**src/rtl/wfht_pkg.sv**
```systemverilog
// Shared types and constants of the wildcard fallback handler table.
// Key field layout, command and status codes, probe result record.
// No dependencies.
package wfht_pkg;

	localparam int ENTRIES_DEF = 64;

	localparam int FAM_W = 8;
	localparam int GEN_W = 8;
	localparam int SPC_W = 16;
	localparam int EVT_W = 16;
	localparam int HDL_W = 16;
	localparam int KEY_W = FAM_W + GEN_W + SPC_W + EVT_W;
	localparam int ENT_W = KEY_W + HDL_W;

	localparam int GEN_LO = FAM_W;
	localparam int SPC_LO = GEN_LO + GEN_W;
	localparam int EVT_LO = SPC_LO + SPC_W;

	localparam logic [KEY_W-1:0] GEN_MASK = {{(KEY_W-GEN_W){1'b0}}, {GEN_W{1'b1}}} << GEN_LO;
	localparam logic [KEY_W-1:0] SPC_MASK = {{(KEY_W-SPC_W){1'b0}}, {SPC_W{1'b1}}} << SPC_LO;
	localparam logic [KEY_W-1:0] EVT_MASK = {{(KEY_W-EVT_W){1'b0}}, {EVT_W{1'b1}}} << EVT_LO;

	localparam int OUT_DATA_W = 24;

	typedef enum logic [1:0] {
		CMD_ADD    = 2'd0,
		CMD_DEL    = 2'd1,
		CMD_LOOKUP = 2'd2
	} cmd_t;

	typedef enum logic [1:0] {
		ST_OK   = 2'd0,
		ST_FULL = 2'd1,
		ST_MISS = 2'd2
	} status_t;

	localparam logic [1:0] LVL_EXACT   = 2'd0;
	localparam logic [1:0] LVL_SPECIES = 2'd1;
	localparam logic [1:0] LVL_GENUS   = 2'd2;
	localparam logic [1:0] LVL_ALL     = 2'd3;

	typedef struct packed {
		logic             hit;
		logic [1:0]       lvl;
		logic [HDL_W-1:0] hdl;
	} scan_res_t;

endpackage

```
**src/rtl/wildcard_fallback_handler_table.sv**
```systemverilog
// Top level of the wildcard fallback handler table: command sequencer,
// entry count and result register. Uses wfht_pkg, wfht_ram, wfht_probe.
//
// Use: commands enter on the s_axis channel, one beat per command; each
// command gives exactly one result beat on m_axis. Add stores or overwrites
// a handle, delete removes a key, lookup tries the exact key and then the
// species, genus and all-classifier wildcards in that order.
// Entries are kept packed in RAM rows 0 to count-1; a delete moves the last
// row into the freed one, so a row is valid exactly when it lies below the
// count. Every command scans the occupied rows once through the single RAM
// read port, one row per cycle, comparing all four probe keys in parallel.
// After the scan the sequencer passes S_DRAIN and S_FIN, where the result
// is loaded; an empty table goes straight to S_FIN. The next beat is taken
// in S_IDLE after the result is loaded. The RAM read port sets the rate.
// Reset clears the count, so the table is empty at once with no sweep.
// A stalled receiver holds the result register; the next command is still
// taken and scanned, and waits to write back until the result is taken.
module wildcard_fallback_handler_table import wfht_pkg::*; #(
	parameter int ENTRIES = ENTRIES_DEF
) (
	input  logic                  clk,
	input  logic                  arst_n,
	input  logic                  s_axis_tvalid,
	output logic                  s_axis_tready,
	// family_id[7:0], genus_id[15:8], species_id[31:16], event_id[47:32],
	// handler_in[63:48]
	input  logic [ENT_W-1:0]      s_axis_tdata,
	// cmd[1:0]
	input  logic [1:0]            s_axis_tuser,
	output logic                  m_axis_tvalid,
	input  logic                  m_axis_tready,
	// handler_out[15:0], match_level[17:16], zero[23:18]
	output logic [OUT_DATA_W-1:0] m_axis_tdata,
	// status[1:0]
	output logic [1:0]            m_axis_tuser
);

	localparam int IW = $clog2(ENTRIES);
	localparam int CW = $clog2(ENTRIES + 1);

	typedef enum logic [3:0] {
		S_IDLE  = 4'b0001,
		S_SCAN  = 4'b0010,
		S_DRAIN = 4'b0100,
		S_FIN   = 4'b1000
	} state_t;

	state_t           state_q;
	logic [1:0]       cmd_q;
	logic [KEY_W-1:0] key_q;
	logic [HDL_W-1:0] hdl_in_q;
	logic [IW-1:0]    idx_q;
	logic [CW-1:0]    count_q;
	logic             rd_vld_s1;
	logic [IW-1:0]    rd_idx_s1;
	logic [ENT_W-1:0] last_q;
	logic             m_valid_q;
	logic [1:0]       st_q;
	logic [HDL_W-1:0] hout_q;
	logic [1:0]       lvl_q;

	logic             accept;
	logic             rd_en;
	logic [ENT_W-1:0] rd_data;
	logic [CW-1:0]    cnt_m1;
	logic [IW-1:0]    last_idx;
	logic             out_free;
	logic             fin;
	logic             exact;
	scan_res_t        res;
	logic [IW-1:0]    exact_idx;

	logic             wr_en;
	logic [IW-1:0]    wr_addr;
	logic [ENT_W-1:0] wr_data;
	logic             cnt_inc;
	logic             cnt_dec;
	logic [1:0]       st_d;
	logic [HDL_W-1:0] hout_d;
	logic [1:0]       lvl_d;

	assign s_axis_tready = (state_q == S_IDLE);
	assign accept        = s_axis_tvalid && s_axis_tready;
	assign rd_en         = (state_q == S_SCAN);
	assign cnt_m1        = count_q - CW'(1);
	assign last_idx      = cnt_m1[IW-1:0];
	assign out_free      = !m_valid_q || m_axis_tready;
	assign fin           = (state_q == S_FIN) && out_free;
	assign exact         = res.hit && (res.lvl == LVL_EXACT);

	wfht_ram #(
		.W (ENT_W),
		.D (ENTRIES)
	) u_ram (
		.clk   (clk),
		.we    (wr_en),
		.waddr (wr_addr),
		.wdata (wr_data),
		.re    (rd_en),
		.raddr (idx_q),
		.rdata (rd_data)
	);

	wfht_probe #(
		.IW (IW)
	) u_probe (
		.clk       (clk),
		.arst_n    (arst_n),
		.clear     (accept),
		.rd_vld    (rd_vld_s1),
		.rd_idx    (rd_idx_s1),
		.rd_data   (rd_data),
		.key       (key_q),
		.res       (res),
		.exact_idx (exact_idx)
	);

	always_ff @(posedge clk or negedge arst_n) begin
		if (!arst_n) begin
			state_q   <= S_IDLE;
			rd_vld_s1 <= 1'b0;
			count_q   <= '0;
			m_valid_q <= 1'b0;
		end else begin
			rd_vld_s1 <= rd_en;
			unique case (state_q)
				S_IDLE: begin
					if (accept) begin
						state_q <= (count_q == '0) ? S_FIN : S_SCAN;
					end
				end
				S_SCAN: begin
					if (idx_q == last_idx) begin
						state_q <= S_DRAIN;
					end
				end
				S_DRAIN: begin
					state_q <= S_FIN;
				end
				S_FIN: begin
					if (out_free) begin
						state_q <= S_IDLE;
					end
				end
				default: begin
					state_q <= S_IDLE;
				end
			endcase
			if (cnt_inc) begin
				count_q <= count_q + CW'(1);
			end else if (cnt_dec) begin
				count_q <= cnt_m1;
			end
			if (fin) begin
				m_valid_q <= 1'b1;
			end else if (m_axis_tready) begin
				m_valid_q <= 1'b0;
			end
		end
	end

	always_ff @(posedge clk) begin
		if (accept) begin
			cmd_q    <= s_axis_tuser;
			key_q    <= s_axis_tdata[KEY_W-1:0];
			hdl_in_q <= s_axis_tdata[ENT_W-1:KEY_W];
			idx_q    <= '0;
		end else if (rd_en) begin
			idx_q <= idx_q + IW'(1);
		end
		if (rd_en) begin
			rd_idx_s1 <= idx_q;
		end
		// the final read of a scan is the last occupied row
		if (rd_vld_s1) begin
			last_q <= rd_data;
		end
		if (fin) begin
			st_q   <= st_d;
			hout_q <= hout_d;
			lvl_q  <= lvl_d;
		end
	end

	always_comb begin
		wr_en   = 1'b0;
		wr_addr = exact_idx;
		wr_data = {hdl_in_q, key_q};
		cnt_inc = 1'b0;
		cnt_dec = 1'b0;
		st_d    = ST_OK;
		hout_d  = '0;
		lvl_d   = LVL_EXACT;
		unique case (cmd_q)
			CMD_ADD: begin
				if (exact) begin
					wr_en = fin;
				end else if (count_q < CW'(ENTRIES)) begin
					wr_en   = fin;
					wr_addr = count_q[IW-1:0];
					cnt_inc = fin;
				end else begin
					st_d = ST_FULL;
				end
			end
			CMD_DEL: begin
				// fill the hole with the last row, then shrink
				if (exact) begin
					wr_en   = fin;
					wr_data = last_q;
					cnt_dec = fin;
				end
			end
			CMD_LOOKUP: begin
				if (res.hit) begin
					hout_d = res.hdl;
					lvl_d  = res.lvl;
				end else begin
					st_d = ST_MISS;
				end
			end
			default: begin
				st_d = ST_OK;
			end
		endcase
	end

	assign m_axis_tvalid = m_valid_q;
	assign m_axis_tdata  = {{(OUT_DATA_W-HDL_W-2){1'b0}}, lvl_q, hout_q};
	assign m_axis_tuser  = st_q;

	a_count_bound: assert property (@(posedge clk) disable iff (!arst_n)
		count_q <= CW'(ENTRIES))
		else $error("entry count above table size");

	a_idle_no_read: assert property (@(posedge clk) disable iff (!arst_n)
		s_axis_tready |-> !rd_vld_s1)
		else $error("read in flight while taking a new beat");

	a_full_status: assert property (@(posedge clk) disable iff (!arst_n)
		(m_axis_tvalid && m_axis_tuser == ST_FULL) |-> count_q == CW'(ENTRIES))
		else $error("full status reported with free rows");

	a_del_shrinks: assert property (@(posedge clk) disable iff (!arst_n)
		(fin && cmd_q == CMD_DEL && exact) |=> count_q == $past(cnt_m1))
		else $error("delete hit did not shrink the table");

endmodule

```
**src/rtl/wfht_ram.sv**
```systemverilog
// Generic simple dual-port RAM: one write port, one read port, registered read.
// No dependencies.
module wfht_ram #(
	parameter int W = 8,
	parameter int D = 64
) (
	input  logic                 clk,
	input  logic                 we,
	input  logic [$clog2(D)-1:0] waddr,
	input  logic [W-1:0]         wdata,
	input  logic                 re,
	input  logic [$clog2(D)-1:0] raddr,
	output logic [W-1:0]         rdata
);

	logic [W-1:0] mem [D];

	always_ff @(posedge clk) begin
		if (we) begin
			mem[waddr] <= wdata;
		end
		if (re) begin
			rdata <= mem[raddr];
		end
	end

endmodule

```
**src/rtl/wfht_probe.sv**
```systemverilog
// Probe unit: compares each entry read from the table against the four
// fallback keys and keeps the best hit of the running scan. Uses wfht_pkg.
module wfht_probe import wfht_pkg::*; #(
	parameter int IW = 6
) (
	input  logic             clk,
	input  logic             arst_n,
	input  logic             clear,
	input  logic             rd_vld,
	input  logic [IW-1:0]    rd_idx,
	input  logic [ENT_W-1:0] rd_data,
	input  logic [KEY_W-1:0] key,
	output scan_res_t        res,
	output logic [IW-1:0]    exact_idx
);

	logic [KEY_W-1:0] probe [4];
	logic [3:0]       hits;
	logic             new_hit;
	logic [1:0]       new_lvl;
	logic             hit_q;
	logic [1:0]       lvl_q;
	logic [HDL_W-1:0] hdl_q;
	logic [IW-1:0]    exact_idx_q;

	assign probe[0] = key;
	assign probe[1] = key & ~SPC_MASK;
	assign probe[2] = key & ~(SPC_MASK | GEN_MASK);
	assign probe[3] = key & EVT_MASK;

	always_comb begin
		for (int l = 0; l < 4; l++) begin
			hits[l] = rd_vld && (rd_data[KEY_W-1:0] == probe[l]);
		end
	end

	// lowest level wins
	always_comb begin
		new_hit = |hits;
		new_lvl = LVL_ALL;
		for (int l = 3; l >= 0; l--) begin
			if (hits[l]) begin
				new_lvl = 2'(l);
			end
		end
	end

	always_ff @(posedge clk or negedge arst_n) begin
		if (!arst_n) begin
			hit_q <= 1'b0;
		end else if (clear) begin
			hit_q <= 1'b0;
		end else if (new_hit) begin
			hit_q <= 1'b1;
		end
	end

	always_ff @(posedge clk) begin
		if (!clear && new_hit && (!hit_q || new_lvl < lvl_q)) begin
			lvl_q <= new_lvl;
			hdl_q <= rd_data[ENT_W-1:KEY_W];
		end
		if (hits[0]) begin
			exact_idx_q <= rd_idx;
		end
	end

	assign res       = '{hit: hit_q, lvl: lvl_q, hdl: hdl_q};
	assign exact_idx = exact_idx_q;

endmodule

```
**config.mk**
```make
export PLATFORM = sky130hd
export DESIGN_NAME = wildcard_fallback_handler_table
export DESIGN_NICKNAME = d
export VERILOG_FILES = /design/src/rtl/wfht_pkg.sv /design/src/rtl/wildcard_fallback_handler_table.sv /design/src/rtl/wfht_ram.sv /design/src/rtl/wfht_probe.sv
export SDC_FILE = /design/constraint.sdc
export NUM_CORES = 2
export LEC_CHECK = 0
export BUFFER_PORTS_ARGS = -buffer_cell sky130_fd_sc_hd__buf_2
export CORE_MARGIN = 3
export CORE_UTILIZATION = 65
export CTS_CLUSTER_SIZE = 24
export DETAILED_ROUTE_END_ITERATION = 12
export GPL_TIMING_DRIVEN = 1
export HOLD_SLACK_MARGIN = 0.15
export MAX_ROUTING_LAYER = met4
export PLACE_DENSITY = 0.81
export SLEW_MARGIN = 20
export SYNTH_ARGS = -nofsm -noshare
export SYNTH_HDL_FRONTEND = slang
export SYNTH_SLANG_ARGS = --single-unit
```
**constraint.sdc**
```tcl
create_clock -name clk -period 13.6 [get_ports clk]
set_clock_uncertainty 0.15 [all_clocks]
set_input_delay 1.36 -clock clk [delete_from_list [all_inputs] [get_ports clk]]
set_output_delay 1.36 -clock clk [all_outputs]
set_load 0.02 [all_outputs]
```
==> results.yml <==
run_status:
  status: "completed"
cts:
  cts_root_buf: "clkbuf_16"
  cts_buffers: 420
  h-tree-depth: 5
  clk_pin_slew_ns: 0.07
  clk_latency_ns: 1.01
  clock-sinks: 4360
  ctsResizeCount: 0
  post_cts_buffers: 0
  cts_tree: "built"
  clock_path_buffers: 4
  hold_buffers: 0
logic_synthesis:
  synth_edf_count: 4340
  syn_area_sq_um: 165100
  ys.warnings.count: 0
  synth_cells: 6565
  yosysUniqueCellTypes: 52
  synth_area_per_cell_sq_um: 25.14
  synth-seq-cells: 4360
  ys_async_sr_fraction_pct: 0.3211
  seq_area_frac_synth_pct: 79.23
  synthFlopType: "edfxtp_1"
global_routing:
  grt_start_max_net_pins: 165
  overflow: 0
  grt_pass1_wl_mm: 697.1
  grt_pass1_vias: 85526
  grt_usage_pct: 41.00
  antenna_found_initial: 23
die:
  core_sq_um: 252100
  die_y_microns: 509.9
  die_w_microns: 509.9
  ioPinCount: 98
  dieArea_sq_um: 260000
  placementRows: 184
  start_util_pct: 65.48
routing:
  drt-wirelength-per-cell_microns: 47.93
  drc_errors: 0
  drtPass1Iterations: 10
  vias: 84834
  routed_wl_mm: 509.4
  ant_nets: 0
  drtIter0Drc: 17264
  routed_via_density: 7.981
timing:
  fin_crit_sh_pct: 41.70
  fmax_ghz: 0.1763
  worst_pin_slew_ns: 1.233
  grt_setup_unrepaired: "no"
  period_needed_ns: 5.671
  setup_viol: 0
  relSlewSlack_pct: 17.80
  hold_viol_final: 0
  fin_tns_setup_ns: 0
  drv_slew: 0
placement:
  dp_hpwl_mm: 227.4
  placed_area_sq_um: 170300
  port_buffers: 91
  place_congestion: 0.8502
  placed_cells: 9850
worst_setup_path:
  crit_path_start_kind: "flip-flop"
  criticalPathCategory: "reg2reg"
  worstSetupEndpointType: "flip-flop"
  crit_start: "state_q[2]"
  cp.arrival_ns: 6.11
  worstPathRequired_ns: 14.04
  crit_fanout: 34
  reg2reg_from: "state_q[2]"
layout:
  drive_gt1_share_pct: 31.34
  design_area_sq_um: 183900
  multiInputGateArea_sq_um: 33550
  num-fill-cells: 12233
  layout_commonest_cell: "edfxtp_1"
  nets: 7001
  stdcell_count: 10629
  final_cell_mix: "edfxtp_1 (4340), mux4_2 (1280), clkbuf_16 (424), buf_4 (164), a22oi_1 (130)"
  syn_to_final_growth_pct: 11.42
  final-seq-area_sq_um: 130800
min_path:
  worstHoldPathType: "in2async"
pwr:
  peakVddDrop_v: 0.0001851
  power_density_nw_per_um2: 181.5
  p_leak_uw: 0.05549
job:
  max-cap-violations: 0
## state kept, by name, indices dropped and copies added (netlist names), 6 cells and up
signal             count
idx_q                  6
last_q                64
u_ram.rdata           64
rd_idx_s1              6
u_ram.mem           4096
count_q                7
u_probe.exact_idx      6
u_probe.hdl_q         16
hdl_in_q              16
key_q                 48
hout_q                16
## metrics by stage
stage | util, % | setup slack (ns) | power, uW | hold slack [ns]
finish | 72.96 | 7.929 | 33390 | 0.1936
detailed placement | 67.54 | 7.739 | 21450 | 0.2566
global placement | 67.53 | 7.637 | 21260 | 0.2515
CTS | 72.80 | 7.981 | 33250 | 0.1518
global route | 72.96 | 7.768 | 33990 | 0.1804
floorplan | - | 7.398 | 19900 | 0.2503
## layout make-up
type	count	share of cell area, %
Inverter	7	0.01701
Sequential cell	4360	71.12
Clock buffer	512	5.959
Timing Repair Buffer	273	1.101
Antenna cell	24	0.03265
Multi-Input combinational cell	1865	18.24
Clock inverter	240	1.251
Tap cell	3348	2.278
## path summary, 6_finish.rpt
check	end	slack (ns)	cells past startpoint
setup / recovery	u_ram.mem[61][56]	7.93	7
hold / removal	count_q[2]	0.19	1
setup reg to reg	u_ram.mem[61][56]	7.93	7
hold reg to reg	u_probe.exact_idx[5]	0.27	0
max in group asynchronous	rd_vld_s1	12.64	1
min in group clk	u_probe.exact_idx[5]	0.27	0
## Yosys cell counts (2+ instances only)
master    number  share of area [%]
xor2_1         9              0.048
buf_4         28               0.13
dfxtp_1        6              0.073
xnor2_1       58               0.31
nor4_2         2              0.015
buf_6          3              0.020
a21o_1         2             0.0091
nand4_1       18              0.068
and3_1         2             0.0076
edfxtp_1    4340                 79
mux2i_1        2              0.012
nor4_1        12              0.045
and4_1         3              0.016
inv_1          6              0.014
o21ai_0        8              0.024
o31ai_1        3              0.014
ha_1           4              0.030
nand2_1       92               0.21
a21oi_1        5              0.015
nor3b_1        2             0.0091
a22oi_1      130               0.59
clkbuf_1     181               0.41
mux2_2        66               0.45
buf_2         97               0.29
mux4_2      1280                 17
o21a_1         4              0.018
o22ai_1        3              0.011
dfrtp_1       13               0.20
nand3_1       14              0.042
nor4b_1        3              0.016
buf_1         29              0.066
nand3b_1       2             0.0091
nand2b_1       5              0.019
o21ai_1        6              0.018
and2_1        20              0.076
nor2b_1        6              0.023
nor3_1         5              0.015
nor2_1        82               0.19
## cells by family (layout without fill, tap and decap cells)
kind of cell	after synthesis	after routing	synth area share (%)
AOI/OAI and AO/OA	168	168	0.7375
xor gates and xnor gates	67	67	0.3555
adders and majority gates	4	4	0.03032
buffers and inverters	345	1032	0.9353
DFF	4360	4360	79.23
muxes	1348	1348	17.93
other	1	30	0.002272
and+or+nand+nor	272	272	0.7784
## power breakdown
part	internal (uW)	leakage [uW]	switching (uW)	total (uW)
combinational	2560	0.00977	3320	5880
sequential	15500	0.0392	211	15700
clock	6540	0.00648	5250	11800
total	24600	0.0555	8790	33400
## routing by layer
layer	vias to the layer above	share of wire [%]	GRT usage, %	routed length (microns)
met1	43548	29	49.82	150000
met5	-	0	-	0
met4	0	8.1	25.69	41330
met2	9788	48	61.99	246200
met3	2225	14	11.26	71940
li1	29273	-	-	-
## worst max-delay path, cell delays in order, from the launching register on
cell and delay [ns]:
dfrtp_1 0.46, or4b_1 0.62, nor2b_2 0.56, nor2b_1 0.45, nand2_1 0.53, nor2_4 0.94
buf_4 0.59, buf_4 0.83
No activity file was read; power rests on OpenSTA's default activity.
